<file path="config.mk">
export PLATFORM = sky130hd
export DESIGN_NAME = srt_store
export DESIGN_NICKNAME = d
export VERILOG_FILES = /design/src/srt_pkg.sv /design/src/srt_store.sv
export SDC_FILE = /design/constraint.sdc
export NUM_CORES = 2
export LEC_CHECK = 0
export BUFFER_PORTS_ARGS = -buffer_cell sky130_fd_sc_hd__buf_2
export CAP_MARGIN = 20
export CORE_ASPECT_RATIO = 1.75
export CORE_UTILIZATION = 58
export DETAILED_ROUTE_END_ITERATION = 8
export PLACE_DENSITY = 0.75
export SETUP_SLACK_MARGIN = 0.05
export SLEW_MARGIN = 30
export SYNTH_ARGS = -nofsm -noshare
export SYNTH_HDL_FRONTEND = slang
export SYNTH_SLANG_ARGS = --single-unit
</file>
<file path="constraint.sdc">
create_clock -name clk -period 9.99 [get_ports clk]
set_input_delay 1.998 -clock clk [delete_from_list [all_inputs] [get_ports clk]]
set_output_delay 1.998 -clock clk [all_outputs]
set_load 0.005 [all_outputs]
</file>
<file path="src/srt_pkg.sv">
`timescale 1ns / 1ps
`default_nettype none
package srt_pkg;

	localparam int DEPTH_DEF   = 32;
	localparam int MAX_RESULTS = 32;
	localparam int SLOT_W      = 5;

	localparam logic [1:0] CMD_INSERT = 2'd0;
	localparam logic [1:0] CMD_LOOKUP = 2'd1;
	localparam logic [1:0] CMD_DUMP   = 2'd2;

	localparam logic [1:0] ST_OK       = 2'd0;
	localparam logic [1:0] ST_FULL     = 2'd1;
	localparam logic [1:0] ST_NOTFOUND = 2'd2;
	localparam logic [1:0] ST_EMPTY    = 2'd3;

	typedef struct packed {
		logic [63:0]        name_head;
		logic [7:0]         name_tail;
		logic [7:0]         age;
		logic signed [31:0] id;
	} rec_t;

	typedef struct packed {
		logic [1:0]        status;
		rec_t              rec;
		logic [SLOT_W-1:0] slot;
		logic              last;
	} res_t;

endpackage
`default_nettype wire

</file>
<file path="src/srt_store.sv">
`timescale 1ns / 1ps
`default_nettype none
module srt_store #(
	parameter int DEPTH = srt_pkg::DEPTH_DEF,
	parameter int AW    = $clog2(DEPTH)
) (
	input  wire              clk,
	input  wire              we,
	input  wire [AW-1:0]     waddr,
	input  srt_pkg::rec_t    wdata,
	input  wire              re,
	input  wire [AW-1:0]     raddr,
	output srt_pkg::rec_t    rdata
);

	srt_pkg::rec_t mem [DEPTH];

	always_ff @(posedge clk) begin
		if (we) begin
			mem[waddr] <= wdata;
		end
	end

	always_ff @(posedge clk) begin
		if (re) begin
			rdata <= mem[raddr];
		end
	end

endmodule
`default_nettype wire

</file>
# Word-level counts from Yosys, hierarchy flattened
# Memory sizes are Yosys's and may differ from the RTL's. A register that Yosys moved wholly into a read port is not among the register bits.
# Cells that the tools add are included.
# Widths: inputs -> output; s select.
dict set report totals {
  input_bits 125
  word_cells 3
  n_memories 1
  reg_bits 0
  ram_bits 3584
  out_inout_bits 112
}
# name words word_bits read_ports rd_ports_with_merged_regs wr line
set mem_list {}
lappend mem_list {mem 32 112 1 1 1 srt_store.sv:16} ;# srt_pkg::rec_t mem [DEPTH];
dict set report classes {
  n_mux 2
}
# cell count
set op_table {}
lappend op_table {{$mux 1} 2}

# Logic depth before layout (Yosys ltp)
dict set report logic_depth {
  ltp_word 2
  mapped_depth 9
  depth_no_buf 4
}

# Worst setup path before layout
# No wires, ideal clock.
dict set report synth_path {
  path_type {input port to flip-flop}
  startpoint {input port waddr[1]}
  endpoint {memory mem[12][0] (netlist bit), enable pin}
  arrival_time_ns 7.318
  setup_slack_ns 2.088
  n_path_buf 1
  setup_ns 0.584
  t_required_ns 9.406
  stages 3
  path_cell_list {or3b_2 clkbuf_1 nor2_1}
}
# element line
set synth_rtl {}
lappend synth_rtl {{from (decl)} srt_store.sv:9} ;# input wire [AW-1:0] waddr,
lappend synth_rtl {{to (decl)} srt_store.sv:16}
# Straight into the memory's write port.

==> results by stage <==
Clocking:
- For this design, the sink count on the clock tree is roughly 3700.
- Gates resized during post-CTS repair numbered 0.
- The root cell of the clock tree is clkbuf_16.
- No sink is reached through more buffers than the 4 on the longest clock path.
- The CTS tree is yes.
- Buffers added to address setup during post-CTS repair amount to 0.
- The number of hold buffers added after CTS was 0.
- The H-tree depth is 5.
- Buffers inserted during clock tree synthesis total approximately 300.
- The clock slew at the register clock pins of the worst setup and hold paths is 0.07 ns.
- For the worst-skew pair, the clock arrives at the later sink with an insertion delay of ~0.88 ns.

Setup path:
- The data arrival time of the worst path is 5.47 ns.
- In this run the worst path has a maximum fanout of 58.
- At the worst endpoint, the required time is about 11 ns.
- The class of the most critical setup path is primary input to register.
- The worst setup path is launched from a primary input.
- The worst setup path is captured at a register.

Timing:
- Setup repair after global routing left no endpoint under its margin.
- Dividing the final minimum period by the clock period gives 0.487.
- The post-route worst setup slack is around 5.1 ns.
- Derived from the worst setup path, the maximum achievable clock frequency is approximately 210 MHz.
- Setup violations remaining at the end of the flow were counted as 0.
- The post-route setup TNS is 0 ns.
- The final critical delay including setup and external delays is between 4 and 5 ns.
- At the pin with the least slew margin, the transition time is between 1 and 1.5 ns.
- Measured against its own limit, the worst slew margin works out to 0.221.
- The worst clock skew is 0.0395 ns.
- The final hold violation count was 0.
- The count of pins over their slew limit is 0.

Logic synthesis:
- The most common cell in the synthesized netlist is edfxtp_1.
- The area of the mapped netlist is between 100000 and 150000 µm².
- The portion of synthesized cell area occupied by the leading cell type is 0.796.
- The cell taking the most area after synthesis is edfxtp_1.
- In this run, synthesis inferred ~3700 flip-flops with an integrated enable.
- The synthesized netlist contains 30 unique library cells.
- The share of the Yosys chip area taken by registers is 0.796.
- After synthesis, the share of flip-flops with an asynchronous set or reset is 0.
- The count of state elements after synthesis is between 3000 and 4000.
- The post-synthesis average cell area is roughly 21 µm².
- Synthesis produced a netlist whose cell count is around 6500.
- The dominant synthesized flop cell is edfxtp_1.
- The number of nets in the synthesized netlist is around 6600.
- Yosys printed 0 warnings.
- Sorting the synthesized cells by area gives the leading types as edfxtp_1 (80%), mux4_2 (7.2%), mux2i_1 (6.4%).
- The commonest cells after synthesis are edfxtp_1 (3696), mux2i_1 (896), a22oi_1 (594).

Global routing:
- For this run the aggregate overflow at the end of global routing stands at 0.
- The number of antenna violations at the first check in global routing is 48.
- Entering global routing, the biggest net connects roughly 140 pins.
- The global routing usage summed across all routing layers is 0.299.
- The first global-routing pass estimated 509000 µm of wire.
- The via count of the first global-routing pass is about 70000.

Cells and area:
- At the end of the flow, the number of nets in the layout was around 7000.
- For this run, the share of the core covered by cells in the final layout is 0.649.
- The fill cell total of the finished layout is approximately 15000.
- The register cell area after layout is around 110000 µm².
- The post-route standard cell area excluding fillers is roughly 150000 µm².
- The combined area of the multi-input logic cells is 26900 µm².
- In the final layout, the share of cells above drive strength 1 is 0.189.
- The layout overhead on the synthesized area is 11.0%.

Power and ir drop:
- In this run the static leakage power is roughly 50 nW.
- The power density of the placed cells is roughly 200 nW/µm².
- Of the total power, combinational logic draws 0.047.
- The share of total power dissipated in the clock network is 0.387.
- The switching fraction of total power is 0.208.
- IR analysis of the VDD net gives a maximum drop of roughly 0.00014 V.
- The internal power consumption is between 0.02 and 0.025 W.
- The net switching power is around 0.0064 W.
- Of the total power, registers draw 0.566.

Die:
- For this configuration, the core starts out at a cell density of 0.585.
- The die outline height is approximately 650 µm.
- The total number of placement rows is about 240.
- For this design the top-level I/O count stands at 237.
- The floorplan step set the die width to ~370 µm.
- The die outline area is 242000 µm².
- After floorplanning, the core was sized to cover 238000 µm².

Detailed routing:
- Once detail routing completed, the nets flagged for antenna violations numbered 0.
- The total via count after detailed routing is between 70000 and 80000.
- The wire length per cell is about 35 µm.
- Using the TritonRoute via totals, the vias-per-cell ratio works out to just under 7.
- For this block, the initial DRC count from the detailed router was approximately 9500.
- In the routed design, unresolved DRC markers number 0.
- The pre-antenna-repair detailed-routing pass consisted of 6 iterations.
- Summed over all layers, the routed wires come to around 360000 µm.

Placement:
- After detailed placement, the total cell area comes to around 140000 µm².
- Port buffering added 236 buffers.
- The worst slack after detailed placement is about 4.2 ns.
- Routability-driven placement finished with a final weighted congestion of between 0.7 and 0.8.
- The half-perimeter wire length of the detailed placement result is 180000 µm.

Job:
- The number of violations of the max-capacitance limit is 0.

Status:
- The run finished with clean final reports.

Worst hold path:
- The type of the worst min-delay path is register to register.
worst max-delay path: stages:
cell	delay [ns]
buf_8	0.54
buf_4	0.82
buf_4	0.78
mux4_2	0.59
a22o_1	0.25
a31oi_1	0.17
nand3_1	0.10
cells in the final DEF, fill, tap and decap left out, types with 3 or more instances in the layout:
cell	instances
edfxtp_1	3696
mux2i_1	896
a22oi_1	594
mux4_2	448
clkbuf_16	315
buf_2	231
nand3_1	226
buf_4	114
clkinv_1	63
a22o_1	62
a31oi_1	62
clkbuf_1	59
clkinv_2	56
nand4_1	50
nor2_4	40
buf_12	37
bufinv_16	29
diode_2	20
nand2_1	14
clkinvlp_4	14
a21oi_1	11
inv_6	11
buf_16	11
nor2b_4	8
and2_1	7
a32oi_1	5
nand3b_1	5
nor2b_1	4
nor2_1	4
buf_6	4
and2_4	3
nor3_2	3
nor2b_2	3
buf_8	3
layout make-up:
class	instances	share of cell area
clock buffer	374	0.0524
tap	3107	0.0251
multi-input combinational	2455	0.174
clock inverter	176	0.0105
timing repair buffer	401	0.0204
sequential	3696	0.717
antenna	20	0.000324
inverter	1	0.0000243
path summary, 6_finish.rpt:
path                             startpoint         to  slack [ns]  cells after the start
worst max-delay path               raddr[0]  rdata[68]        5.12                      7
worst min-delay path            mem[20][25]  rdata[25]        0.72                      4
worst max register to register  mem[15][78]  rdata[78]        8.17                      4
worst min register to register  mem[20][25]  rdata[25]        0.72                      4
kinds of logic (layout without fill, tap and decap cells):
group           Yosys count  count (layout)  synth area share
flops                  3696            3696             0.796
mux                    1344            1344             0.137
compound gates          734             734            0.0394
simple gates            377             377            0.0139
buf+inv                 373             952            0.0135
other cells               0              20                 0
registers in the layout, indices dropped and copies added, names as in the netlist:
register / count
mem: 3584
rdata: 112
per-layer routing:
metal / wire, µm / track usage / share of wire / vias to the layer above
li1: - / - / - / 28100
met1: 123000 / 0.378 / 0.34 / 37000
met2: 186000 / 0.510 / 0.52 / 4554
met3: 36600 / 0.0528 / 0.10 / 906
met4: 15200 / 0.120 / 0.042 / 34
met5: 225 / 0 / 0.00062 / -
metrics by stage:
step / total power [W] / hold slack (ns) / cells
floorplan: 0.0185 / 0.625 / 6524
CTS: 0.0308 / 0.728 / 10200
global placement: 0.0191 / 0.694 / 9644
detailed placement: 0.0192 / 0.703 / 9657
global route: 0.0314 / 0.742 / 10200
finish: 0.0307 / 0.723 / 10200
power groups by stage:
stage               registers, W  clock network (W)  logic [W]
floorplan                 0.0177                  0   0.000799
global placement          0.0177                  0    0.00138
detailed placement        0.0177                  0    0.00143
CTS                       0.0174             0.0120    0.00143
global route              0.0174             0.0125    0.00151
finish                    0.0174             0.0119    0.00144
Note: power is estimated with default switching activity, not from simulation.
