File: config.mk
export PLATFORM = sky130hd
export DESIGN_NAME = srt_outq
export DESIGN_NICKNAME = d
export VERILOG_FILES = /design/src/srt_pkg.sv /design/src/srt_outq.sv
export SDC_FILE = /design/constraint.sdc
export NUM_CORES = 1
export LEC_CHECK = 0
export BUFFER_PORTS_ARGS = -buffer_cell sky130_fd_sc_hd__buf_2
export CAP_MARGIN = 0
export CORE_MARGIN = 5
export CORE_UTILIZATION = 47
export DETAILED_ROUTE_END_ITERATION = 10
export PLACE_DENSITY = 0.76
export SETUP_SLACK_MARGIN = 0.1
export SLEW_MARGIN = 20
export SYNTH_ARGS = -nofsm -noshare
export SYNTH_HDL_FRONTEND = slang
export SYNTH_SLANG_ARGS = --single-unit
File: constraint.sdc
create_clock -name clk -period 6.6 [get_ports clk]
set_clock_uncertainty 0.05 [all_clocks]
set_input_delay 0.33 -clock clk [delete_from_list [all_inputs] [get_ports clk]]
set_output_delay 0.33 -clock clk [all_outputs]
set_load 0.005 [all_outputs]
File: src/srt_pkg.sv
`timescale 1ns / 1ps
`default_nettype none
package srt_pkg;

	localparam int DEPTH_DEF   = 32;
	localparam int MAX_RESULTS = 32;
	localparam int SLOT_W      = 5;

	localparam logic [1:0] CMD_INSERT = 2'd0;
	localparam logic [1:0] CMD_LOOKUP = 2'd1;
	localparam logic [1:0] CMD_DUMP   = 2'd2;

	localparam logic [1:0] ST_OK       = 2'd0;
	localparam logic [1:0] ST_FULL     = 2'd1;
	localparam logic [1:0] ST_NOTFOUND = 2'd2;
	localparam logic [1:0] ST_EMPTY    = 2'd3;

	typedef struct packed {
		logic [63:0]        name_head;
		logic [7:0]         name_tail;
		logic [7:0]         age;
		logic signed [31:0] id;
	} rec_t;

	typedef struct packed {
		logic [1:0]        status;
		rec_t              rec;
		logic [SLOT_W-1:0] slot;
		logic              last;
	} res_t;

endpackage
`default_nettype wire

File: src/srt_outq.sv
`timescale 1ns / 1ps
`default_nettype none
module srt_outq (
	input  wire            clk,
	input  wire            arst_n,
	input  wire            push,
	input  srt_pkg::res_t  push_data,
	input  wire            pop,
	output logic [1:0]     occ,
	output srt_pkg::res_t  head
);

	srt_pkg::res_t buf_q [2];
	logic          wr_ptr_q;
	logic          rd_ptr_q;
	logic [1:0]    occ_q;

	always_ff @(posedge clk or negedge arst_n) begin
		if (!arst_n) begin
			wr_ptr_q <= 1'b0;
			rd_ptr_q <= 1'b0;
			occ_q    <= 2'd0;
		end else begin
			if (push) begin
				wr_ptr_q <= ~wr_ptr_q;
			end
			if (pop) begin
				rd_ptr_q <= ~rd_ptr_q;
			end
			occ_q <= occ_q + {1'b0, push} - {1'b0, pop};
		end
	end

	always_ff @(posedge clk) begin
		if (push) begin
			buf_q[wr_ptr_q] <= push_data;
		end
	end

	assign occ  = occ_q;
	assign head = buf_q[rd_ptr_q];

endmodule
`default_nettype wire

# After elaboration in Yosys (flattened, before gate mapping)
# Memories as Yosys holds them, arrays and structs flattened.
# Cells that the tools add are included.
[classes]
add_sub_neg = 2
muxes = 2
bitwise_logic = 2
[ops]
columns = ["op", "count"]
rows = [
  ["2-bit by 1-bit adder with 2-bit output", 1],
  ["1-bit 2-to-1 mux", 2],
  ["1-bit NOT", 2],
  ["2-bit by 1-bit subtractor with 2-bit output", 1],
]
[totals]
reg_bits = 4
ramBits = 240
input_bits = 124
out_inout_bits = 122
elab_cells = 10
n_memories = 1
[mem_list]
columns = ["memory", "depth", "width", "rd", "rd_ports_with_merged_regs", "wr", "line_no", "source"]
rows = [
  ["buf_q", 2, 120, 1, 0, 1, "srt_outq.sv:13", "srt_pkg::res_t buf_q [2];"],
]

# Depth between registers and ports, before layout
# Gate-level depths: netlist of the first run.
[logic_depth]
depth_word = 2
mapped_depth = 5
mapped_depth_nobuf = 5

# Worst setup path before layout of the first run
# No wires, ideal clock.
[synth_timing]
kind = "register to register"
startpoint = "reg wr_ptr_q"
endpoint = "mem buf_q[0][0] (netlist bit), enable pin"
setup_ns = 0.615
t_arrival_ns = 5.707
required_ns = 5.935
path_slack_ns = 0.228
stages_incl_launch_ff = 2
path_buffers = 0
period_less_slack_ns = 6.372
path_cell_list = "dfrtp_1 -> nor2b_1"
[synth_rtl]
columns = ["item", "line_no", "source"]
rows = [
  ["from (decl)", "srt_outq.sv:14", "logic wr_ptr_q;"],
  ["from (signal assigned)", "srt_outq.sv:25", "wr_ptr_q <= ~wr_ptr_q;"],
  ["to (decl)", "srt_outq.sv:13", ""],
]
# Straight into the memory's write port.

==> flow_summary.yaml, run 1 <==
status:
  outcome: "complete, no violations"
clocking:
  path_clk_slew_ns: 0.06
  max-clock-path-buffers: 3
  cts.sinks: 244
  clk-insertion-delay-late_ns: 0.50
  root_buffer: "clkbuf_16"
  cts_made_buffers: 25
  cts_tree: "yes"
  post-cts-setup-buffers: 0
  cts_max_level: 1
synth:
  synth_ff_type: "edfxtp_1"
  synth.top_cell.area_share_pct: 81.3
  synthesis.nets: 512
  ys_types: 12
  synth-async-reset-ratio_pct: 1.64
  synthTopCellsByCount: "edfxtp_1, mux2_2, buf_6"
  avgSynthCellArea_um2: 23.0
  synthCells: 386
  yosys_warnings: 0
  synth-seq-cells: 244
  synth-edff-count: 240
  seq_area_frac_synth_pct: 82.4
  netlist_area_um2: 8870
  ys_top_cells_by_area: "edfxtp_1, mux2_2, buf_6, dfrtp_1, ha_1"
  yosys.area.top_type: "edfxtp_1"
  yosysMostFrequentCell: "edfxtp_1"
cells_and_area:
  num_antenna_cells: 0
  nets: 898
  fin_cells: 1024
  design_area_um2: 12300
  fillerInstances: 1261
  layout-drive-gt1-share_pct: 50.9
  area_growth_pct: 38.4
  final_core_util_pct: 65.8
setup_path:
  cp.buffers_inverters: 2
  path_delay_family: "flip-flops"
  critPathKind: "reg -> out"
  slowest_delay_ns: 0.92
  cpMaxStageDelayCell: "dfrtp_4"
  worstSetupEndpointType: "primary output"
  critPathArrivalTime_ns: 2.82
  start_kind: "register"
  critPathRequiredTime_ns: 6.22
  cp_cell_sequence: "buf_4 > mux2_2 > buf_2"
  critical_path_peak_fanout: 63
die:
  core_um2: 18600
  die_area_um2: 21700
  die_w_um: 147
  ios: 246
  die_y_um: 147
  row_count: 50
  initial_core_util_pct: 47.6
place:
  placed_cells_incl_taps: 856
  dp_hpwl_mm: 11.2
  placedInstanceArea_um2: 10300
  place_congestion: 0.730
  portBuffers: 245
global_route:
  grt_usage_pct: 16.4
  antenna_found_initial: 0
  grt_max_degree: 64
  grt_pass1_vias: 5499
  grt_pass1_wl_mm: 28.6
  grt_overflow_total: 0
routing:
  wl_met3_mm: 1.38
  wirelength_mm: 18.4
  top_layer: "met4"
  ant_nets: 0
  drt-met1-wl_mm: 7.00
  drtIter0Drc: 199
  dr.pass1.iters: 4
  vias: 5009
  post_drt_wl_per_cell_um: 18.0
  route.met2.wl_mm: 9.68
  drcViolationCount: 0
  avgViaCountPerCell: 4.89
power_and_ir_drop:
  cellInternalPower_mw: 3.43
  p_clk_share_pct: 27.0
  p_leak_nw: 4.68
  power_switching_mw: 1.20
  sw_frac_of_total_pct: 26.0
  cellPowerDensity_nw_per_um2: 377
  p_comb_share_pct: 25.6
  power.share.sequential_pct: 47.4
  power_mw: 4.63
  vdd_drop_max_uv: 250
sta:
  period_share_pct: 48.5
  rsz0062_at_grt: "no"
  slew_violations: 0
  setup_viol: 0
  slew_headroom_pct: 44.0
  finalSetupTns_ns: 0
  hold_violations: 0
  fmax_ghz: 0.313
  worst_pin_slew_ns: 0.840
  finalCriticalPeriod_ns: 3.20
job:
  drv_cap: 0
min_path:
  worstHoldPathType: "in -> async"
## cell families (layout without fill, tap and decap cells)
group | Yosys count | in the layout | synth area share, %
multiplexers | 120 | 120 | 15.2
AND/OR/NAND/NOR | 2 | 2 | 0.141
buffers and inverters | 15 | 419 | 1.48
flip-flops | 244 | 244 | 82.4
adder cells (fa/ha/maj) | 2 | 2 | 0.282
XOR/XNOR | 3 | 3 | 0.466
## power by group through the flow
| stage | clock [mW] | combinational, mW | sequential (mW) |
|---|---|---|---|
| global route | 1.35 | 1.28 | 2.23 |
| floorplan | 0 | 0.756 | 2.18 |
| CTS | 1.29 | 1.20 | 2.20 |
| detailed placement | 0 | 1.13 | 2.23 |
| finish | 1.25 | 1.18 | 2.20 |
| global placement | 0 | 1.10 | 2.21 |
## cells in the final DEF, fill, tap and decap left out, types with 2 or more instances in the layout
| cell type | instances |
|---|---|
| clkinv_2 | 3 |
| dlygate4sd3_1 | 123 |
| dfrtp_1 | 3 |
| clkbuf_16 | 25 |
| mux2_2 | 120 |
| buf_4 | 4 |
| ha_1 | 2 |
| clkbuf_1 | 6 |
| clkinv_1 | 9 |
| edfxtp_1 | 240 |
| xor2_1 | 2 |
| buf_2 | 245 |
| inv_1 | 2 |
## final timing paths
| path | start | to | slack (ns) | depth (start not counted) |
|---|---|---|---|---|
| max | rd_ptr_q$_DFFE_PN0P_ | head[95] | 3.40 | 3 |
| min | arst_n | occ[1]$_DFF_PN0_ | 0.13 | 2 |
| max reg2reg | wr_ptr_q$_DFFE_PN0P_ | buf_q[1][62]$_DFFE_PP_ | 4.23 | 2 |
| min reg2reg | wr_ptr_q$_DFFE_PN0P_ | wr_ptr_q$_DFFE_PN0P_ | 0.51 | 1 |
| max in group asynchronous | arst_n | rd_ptr_q$_DFFE_PN0P_ | 6.23 | 2 |
| min in group clk | push_data[13] | buf_q[0][13]$_DFFE_PP_ | 0.49 | 2 |
## flip-flops by register name (all words and copies together), names as in the netlist
signal    cells
occ           2
wr_ptr_q      1
buf_q       240
rd_ptr_q      1
## worst register-to-register path, cell delays in order, from the launching register on
cell and delay (ns):
dfrtp_1 0.43, and2_4 0.72, buf_4 0.74
## timing repair
item	CTS	global route
endpoints found under the hold margin	246	0
gates resized for setup	0	0
hold buffers	123	0
## metrics by stage
stage / setup WS (ns) / hold slack, ns
floorplan: 0.228 / -0.0156
global placement: 3.96 / 0.0854
detailed placement: 3.93 / 0.0944
CTS: 3.36 / 0.0959
global route: 3.26 / 0.126
finish: 3.40 / 0.126
## layer usage
metal	global-route usage (%)	up-vias
met4	3.59	0
met2	30.2	220
met5	0	-
met1	19.0	2445
met3	4.69	28
li1	-	2316
## layout make-up
| type | instances | area (um^2) | share of cell area [%] |
|---|---|---|---|
| sequential | 244 | 7310 | 59.6 |
| timing repair buffer | 372 | 2490 | 20.3 |
| multi-input combinational | 127 | 1440 | 11.7 |
| clock buffer | 31 | 648 | 5.28 |
| tap | 234 | 293 | 2.39 |
| clock inverter | 14 | 86.3 | 0.703 |
| inverter | 2 | 7.51 | 0.0612 |
Note: power is estimated with default switching activity, not from simulation.
==> inputs of run 2 (changes only) <==
--- a/config.mk
+++ b/config.mk
@@ -8,9 +8,9 @@
 export BUFFER_PORTS_ARGS = -buffer_cell sky130_fd_sc_hd__buf_2
 export CAP_MARGIN = 0
 export CORE_MARGIN = 5
-export CORE_UTILIZATION = 47
+export CORE_UTILIZATION = 52
 export DETAILED_ROUTE_END_ITERATION = 10
-export PLACE_DENSITY = 0.76
+export PLACE_DENSITY = 0.79
 export SETUP_SLACK_MARGIN = 0.1
 export SLEW_MARGIN = 20
 export SYNTH_ARGS = -nofsm -noshare
==> constraint.sdc (replaced) <==
create_clock -name clk -period 2.95 [get_ports clk]
set_clock_uncertainty 0.05 [all_clocks]
set_input_delay 0.1475 -clock clk [delete_from_list [all_inputs] [get_ports clk]]
set_output_delay 0.1475 -clock clk [all_outputs]
set_load 0.005 [all_outputs]
==> flow_summary.yaml, run 2 (synthesized netlist as in run 1, its figures left out) <==
global_route:
  grt_pass1_vias: 5584
  grt_max_degree: 121
  use_met1_pct: 23.0
  grt_usage_pct: 19.1
  grt_pass1_wl_mm: 29.8
  global_route.usage.met2_pct: 34.2
  antenna_found_initial: 1
  top_usage_layer: "met2"
  grt_overflow_total: 0
  use_met3_pct: 4.77
setup_path:
  critPathKind: "reg -> out"
  critPathRequiredTime_ns: 2.75
  worstSetupEndpointType: "primary output"
  ff2ff_path_depth: 2
  critPathArrivalTime_ns: 1.91
  start_kind: "register"
  critical_path_peak_fanout: 62
clocking:
  cts_resized: 0
  cts.sinks: 244
  root_buffer: "clkbuf_16"
  clk-insertion-delay-late_ns: 0.50
  max-clock-path-buffers: 3
  cts_max_level: 1
  path_clk_slew_ns: 0.06
  cts_tree: "yes"
  cts_made_buffers: 25
cells_and_area:
  layout-drive-gt1-share_pct: 51.1
  fillerInstances: 929
  nets: 899
  largest_register_ffs: 240
  final_common_cell: "buf_2"
  largest-register: "buf_q"
  mostFrequentLayoutCells: "buf_2, edfxtp_1, dlygate4sd3_1"
  regArea_um2: 7310
  multiInputGateArea_um2: 1440
  area_growth_pct: 38.8
die:
  ios: 246
  initial_core_util_pct: 53.3
  die_area_um2: 19800
  die_w_um: 141
  row_count: 47
  core_um2: 16600
  die_y_um: 141
place:
  place_congestion: 0.769
  portBuffers: 245
  dp_hpwl_mm: 10.9
  dp_slack_ns: 1.39
sta:
  worst_pin_slew_ns: 0.701
  slew_headroom_pct: 53.2
  hold_violations: 0
  setup_ws_ns: 0.844
  slew_violations: 0
  rsz0062_at_grt: "no"
  finalSetupTns_ns: 0
  finalCriticalPeriod_ns: 2.11
  setup_viol: 0
  period_share_pct: 71.4
  fmax_ghz: 0.475
routing:
  vias: 5082
  dr.pass1.iters: 4
  drtIter0Drc: 279
  avgViaCountPerCell: 5.04
  drcViolationCount: 0
  ant_nets: 0
  post_drt_wl_per_cell_um: 19.3
  wirelength_mm: 19.5
power_and_ir_drop:
  p_leak_nw: 4.70
  cellPowerDensity_nw_per_um2: 854
  vdd_drop_max_uv: 622
job:
  drv_cap: 0
min_path:
  worstHoldPathType: "in -> reg"
  hold_depth: 2
status:
  outcome: "complete, no violations"
==> run 2: cell count changes in the layout (fill, tap and decap cells not counted), sizes merged <==
cell,change
diode,+2
inv,+2
clkbuf,+3
dlygate4sd3,+1
clkinv,-9
==> run 2: what timing repair did <==
| action | 4_1_cts | 5_1_grt |
|---|---|---|
| endpoints found under the hold margin | 247 | 0 |
| hold buffers | 124 | 0 |
| setup buffers | 0 | 0 |
==> run 2: area by class of cell <==
class,instances,share of cell area (%)
Multi-Input combinational cell,127,11.7
Clock buffer,34,5.36
Antenna cell,2,0.0406
Clock inverter,7,0.549
Timing Repair Buffer,373,20.7
Inverter,2,0.0610
Tap cell,220,2.24
Sequential cell,244,59.4
==> run 2: where the power goes <==
group          switching (mW)  leakage (nW)  internal, mW
logic                    1.41          2.05          1.48
registers               0.182          2.30          4.61
clock network            1.19         0.349          1.64
==> run 2: path summary, 6_finish.rpt <==
kind / from / endpoint / slack, ns
min in group asynchronous: arst_n / occ[0]$_DFF_PN0_ / 0.55
hold / removal: push_data[107] / buf_q[0][107]$_DFFE_PP_ / 0.32
max in group asynchronous: arst_n / rd_ptr_q$_DFFE_PN0P_ / 2.08
hold reg to reg: wr_ptr_q$_DFFE_PN0P_ / wr_ptr_q$_DFFE_PN0P_ / 0.50
setup reg to reg: wr_ptr_q$_DFFE_PN0P_ / buf_q[1][48]$_DFFE_PP_ / 1.34
setup / recovery: rd_ptr_q$_DFFE_PN0P_ / head[68] / 0.84
==> run 2: critical path, stage by stage, from the launching register on <==
cell and delay [ns]:
dfrtp_4 0.49, buf_12 0.31, mux2_2 0.40, buf_2 0.13
==> run 2: per-layer routing <==
layer	routed length [um]	vias up	part of all wire [%]
met5	0	-	0
met4	478	0	2.5
met3	1520	39	7.8
met2	10200	237	52
met1	7270	2486	37
li1	-	2320	-
==> run 2: per-stage QoR <==
step	utilization [%]	instance area, um^2	instances	hold WS (ns)	total power [mW]
2_1_floorplan	-	8880	386	-0.198	6.50
3_3_place_gp	62.1	10300	842	-0.0875	7.50
3_5_place_dp	62.1	10300	842	-0.0857	7.59
4_1_cts	74.0	12300	1007	0.284	10.6
5_1_grt	74.0	12300	1008	0.301	11.0
6_report	74.0	12300	1009	0.315	10.5
==> inputs of run 3 (changes only) <==
--- a/config.mk
+++ b/config.mk
@@ -5,12 +5,13 @@
 export SDC_FILE = /design/constraint.sdc
 export NUM_CORES = 1
 export LEC_CHECK = 0
+export ABC_AREA = 1
 export BUFFER_PORTS_ARGS = -buffer_cell sky130_fd_sc_hd__buf_2
 export CAP_MARGIN = 0
 export CORE_MARGIN = 5
-export CORE_UTILIZATION = 52
+export CORE_UTILIZATION = 53
 export DETAILED_ROUTE_END_ITERATION = 10
-export PLACE_DENSITY = 0.79
+export PLACE_DENSITY = 0.8
 export SETUP_SLACK_MARGIN = 0.1
 export SLEW_MARGIN = 20
 export SYNTH_ARGS = -nofsm -noshare
==> constraint.sdc (replaced) <==
create_clock -name clk -period 2.1 [get_ports clk]
set_clock_uncertainty 0.05 [all_clocks]
set_input_delay 0.105 -clock clk [delete_from_list [all_inputs] [get_ports clk]]
set_output_delay 0.105 -clock clk [all_outputs]
set_load 0.005 [all_outputs]
==> flow_summary.yaml, run 3 <==
status:
  outcome: "complete, no violations"
clocking:
  root_buffer: "clkbuf_16"
  cts_made_buffers: 25
  cts.sinks: 244
  cts_tree: "yes"
  cts_max_level: 1
  clk-insertion-delay-late_ns: 0.50
  max-clock-path-buffers: 3
  path_clk_slew_ns: 0.06
die:
  ios: 246
  die_area_um2: 20600
  initial_core_util_pct: 54.2
  die_y_um: 144
  core_um2: 17400
  die_w_um: 144
  row_count: 48
cells_and_area:
  layout-drive-gt1-share_pct: 34.5
  largest-register: "buf_q"
  nets: 1156
  largest_register_ffs: 240
  area_growth_pct: 36.8
  fillerInstances: 1041
  final_common_cell: "buf_2"
  mostFrequentLayoutCells: "buf_2, edfxtp_1, inv_1"
synth:
  yosys_warnings: 0
  synth-seq-cells: 244
  synth-edff-count: 240
  synthTopCellsByCount: "edfxtp_1, inv_1, nand2_1"
  avgSynthCellArea_um2: 14.5
  synth_ff_type: "edfxtp_1"
  synthCells: 650
  ys_top_cells_by_area: "edfxtp_1, o21ai_2, inv_1, nand2_1, o21ai_0"
  synth-async-reset-ratio_pct: 1.64
  ys_types: 16
  netlist_area_um2: 9450
  yosysMostFrequentCell: "edfxtp_1"
  yosys.area.top_type: "edfxtp_1"
  synthesis.nets: 776
  seq_area_frac_synth_pct: 77.4
  synth.top_cell.area_share_pct: 76.3
power_and_ir_drop:
  sw_frac_of_total_pct: 31.2
  power_mw: 15.9
  cellPowerDensity_nw_per_um2: 1230
  p_clk_share_pct: 25.9
  p_comb_share_pct: 31.7
  cellInternalPower_mw: 10.9
  power.share.sequential_pct: 42.3
  power_switching_mw: 4.96
  vdd_drop_max_uv: 1010
  p_leak_nw: 5.51
sta:
  hold_violations: 0
  period_share_pct: 93.2
  setup_ws_ns: 0.143
  whs_ns: 0.273
  rsz0062_at_grt: "yes"
  finalSetupTns_ns: 0
  slew_headroom_pct: 63.8
  worst_pin_slew_ns: 0.543
  slew_violations: 0
  finalCriticalPeriod_ns: 1.96
  setup_viol: 0
  fmax_ghz: 0.511
global_route:
  grt_pass1_wl_mm: 31.5
  top_usage_layer: "met2"
  global_route.usage.met2_pct: 37.4
  grt_pass1_vias: 6517
  antenna_found_initial: 1
  use_met1_pct: 20.4
  grt_overflow_total: 0
  grt_max_degree: 119
  grt_usage_pct: 19.7
  use_met3_pct: 5.02
routing:
  dr.pass1.iters: 5
  wirelength_mm: 21.5
  ant_nets: 0
  avgViaCountPerCell: 4.90
  drtIter0Drc: 311
  vias: 6241
  drcViolationCount: 0
  post_drt_wl_per_cell_um: 16.8
setup_path:
  reg2reg_setup_slack_ns: 0.61
  worstSetupEndpointType: "primary output"
  critPathRequiredTime_ns: 1.95
  timing.rr.start: "wr_ptr_q$_DFFE_PN0P_"
  cp-startpoint: "rd_ptr_q$_DFFE_PN0P_"
  endpoint: "head[75]"
  r2r-end: "buf_q[0][18]$_DFFE_PP_"
  critical_path_peak_fanout: 27
  critPathArrivalTime_ns: 1.80
  critPathKind: "reg -> out"
  ff2ff_path_depth: 2
  start_kind: "register"
min_path:
  worstHoldPathType: "in -> reg"
place:
  portBuffers: 245
  dp_slack_ns: 0.623
  place_congestion: 0.771
  dp_hpwl_mm: 11.8
job:
  drv_cap: 0
==> run 3: cell count changes after synthesis, moves of 6 or more <==
cell     delta
o21ai_0    +41
buf_8       +6
inv_1     +125
nand2_1   +126
o21ai_1     +9
mux2_2    -120
o21ai_2    +70
==> run 3: what timing repair did <==
| action | in CTS | in global routing |
|---|---|---|
| setup endpoints to repair | 0 | 54 |
| hold buffers | 124 | 0 |
| buffers inserted | 0 | 0 |
| resized for setup | 0 | 6 |
| hold endpoints to repair | 247 | 0 |
==> run 3: logic make-up after synthesis <==
group           Yosys count  share of synthesized area, %
buf+inv                 154                          7.96
compound gates          120                          9.14
xor+xnor                  2                         0.185
simple gates            128                          5.10
fa+ha+maj                 2                         0.265
flops                   244                          77.4
==> run 3: power by group through the flow <==
stage | Clock [mW] | Sequential [mW] | Combinational (mW)
5_1_grt | 4.44 | 6.79 | 5.55
3_5_place_dp | 0 | 6.79 | 4.59
6_report | 4.12 | 6.72 | 5.04
3_3_place_gp | 0 | 6.75 | 4.50
2_1_floorplan | 0 | 6.79 | 2.98
4_1_cts | 4.18 | 6.70 | 4.80
==> run 3: cell type report <==
cell class              instances  area (um^2)  share of cell area, %
diodes                          2         5.00                 0.0387
clock buffers                  31          648                   5.02
clock inverters                13          109                  0.843
inverters                     127          480                   3.72
multi-input cells             252         1400                   10.8
flip-flops and latches        244         7310                   56.6
well taps                     225          282                   2.18
repair buffers                380         2690                   20.8
==> run 3: critical path, cell delays in order (launching register included) <==
cell and delay (ns):
dfrtp_4 0.53, buf_12 0.19, clkbuf_16 0.23, o21ai_2 0.18, buf_2 0.14
==> run 3: worst min-delay path by stage <==
stage	start	to	slack (ns)	cells after the start
global route	push_data[0]	buf_q[0][0]$_DFFE_PP_	0.26	2
CTS	push_data[82]	buf_q[1][82]$_DFFE_PP_	0.24	2
floorplan	arst_n	occ[0]$_DFF_PN0_	-0.24	0
finish	push_data[82]	buf_q[1][82]$_DFFE_PP_	0.27	2
detailed placement	arst_n	occ[0]$_DFF_PN0_	-0.13	1
global placement	arst_n	occ[0]$_DFF_PN0_	-0.13	1
==> run 3: routing by layer <==
layer,part of all wire (%),up-vias
met5,0,-
met4,3.5,0
met3,7.5,64
met2,54,250
met1,35,2947
li1,-,2980
==> run 3: metrics by stage <==
| step | instances | instance area (um^2) | utilization (%) |
|---|---|---|---|
| final | 1274 | 12900 | 74.2 |
| after global routing | 1273 | 12900 | 74.2 |
| after CTS | 1270 | 12800 | 73.7 |
| after detailed placement | 1102 | 10800 | 62.2 |
| after global placement | 1102 | 10800 | 62.2 |
| after floorplan | 650 | 9460 | - |
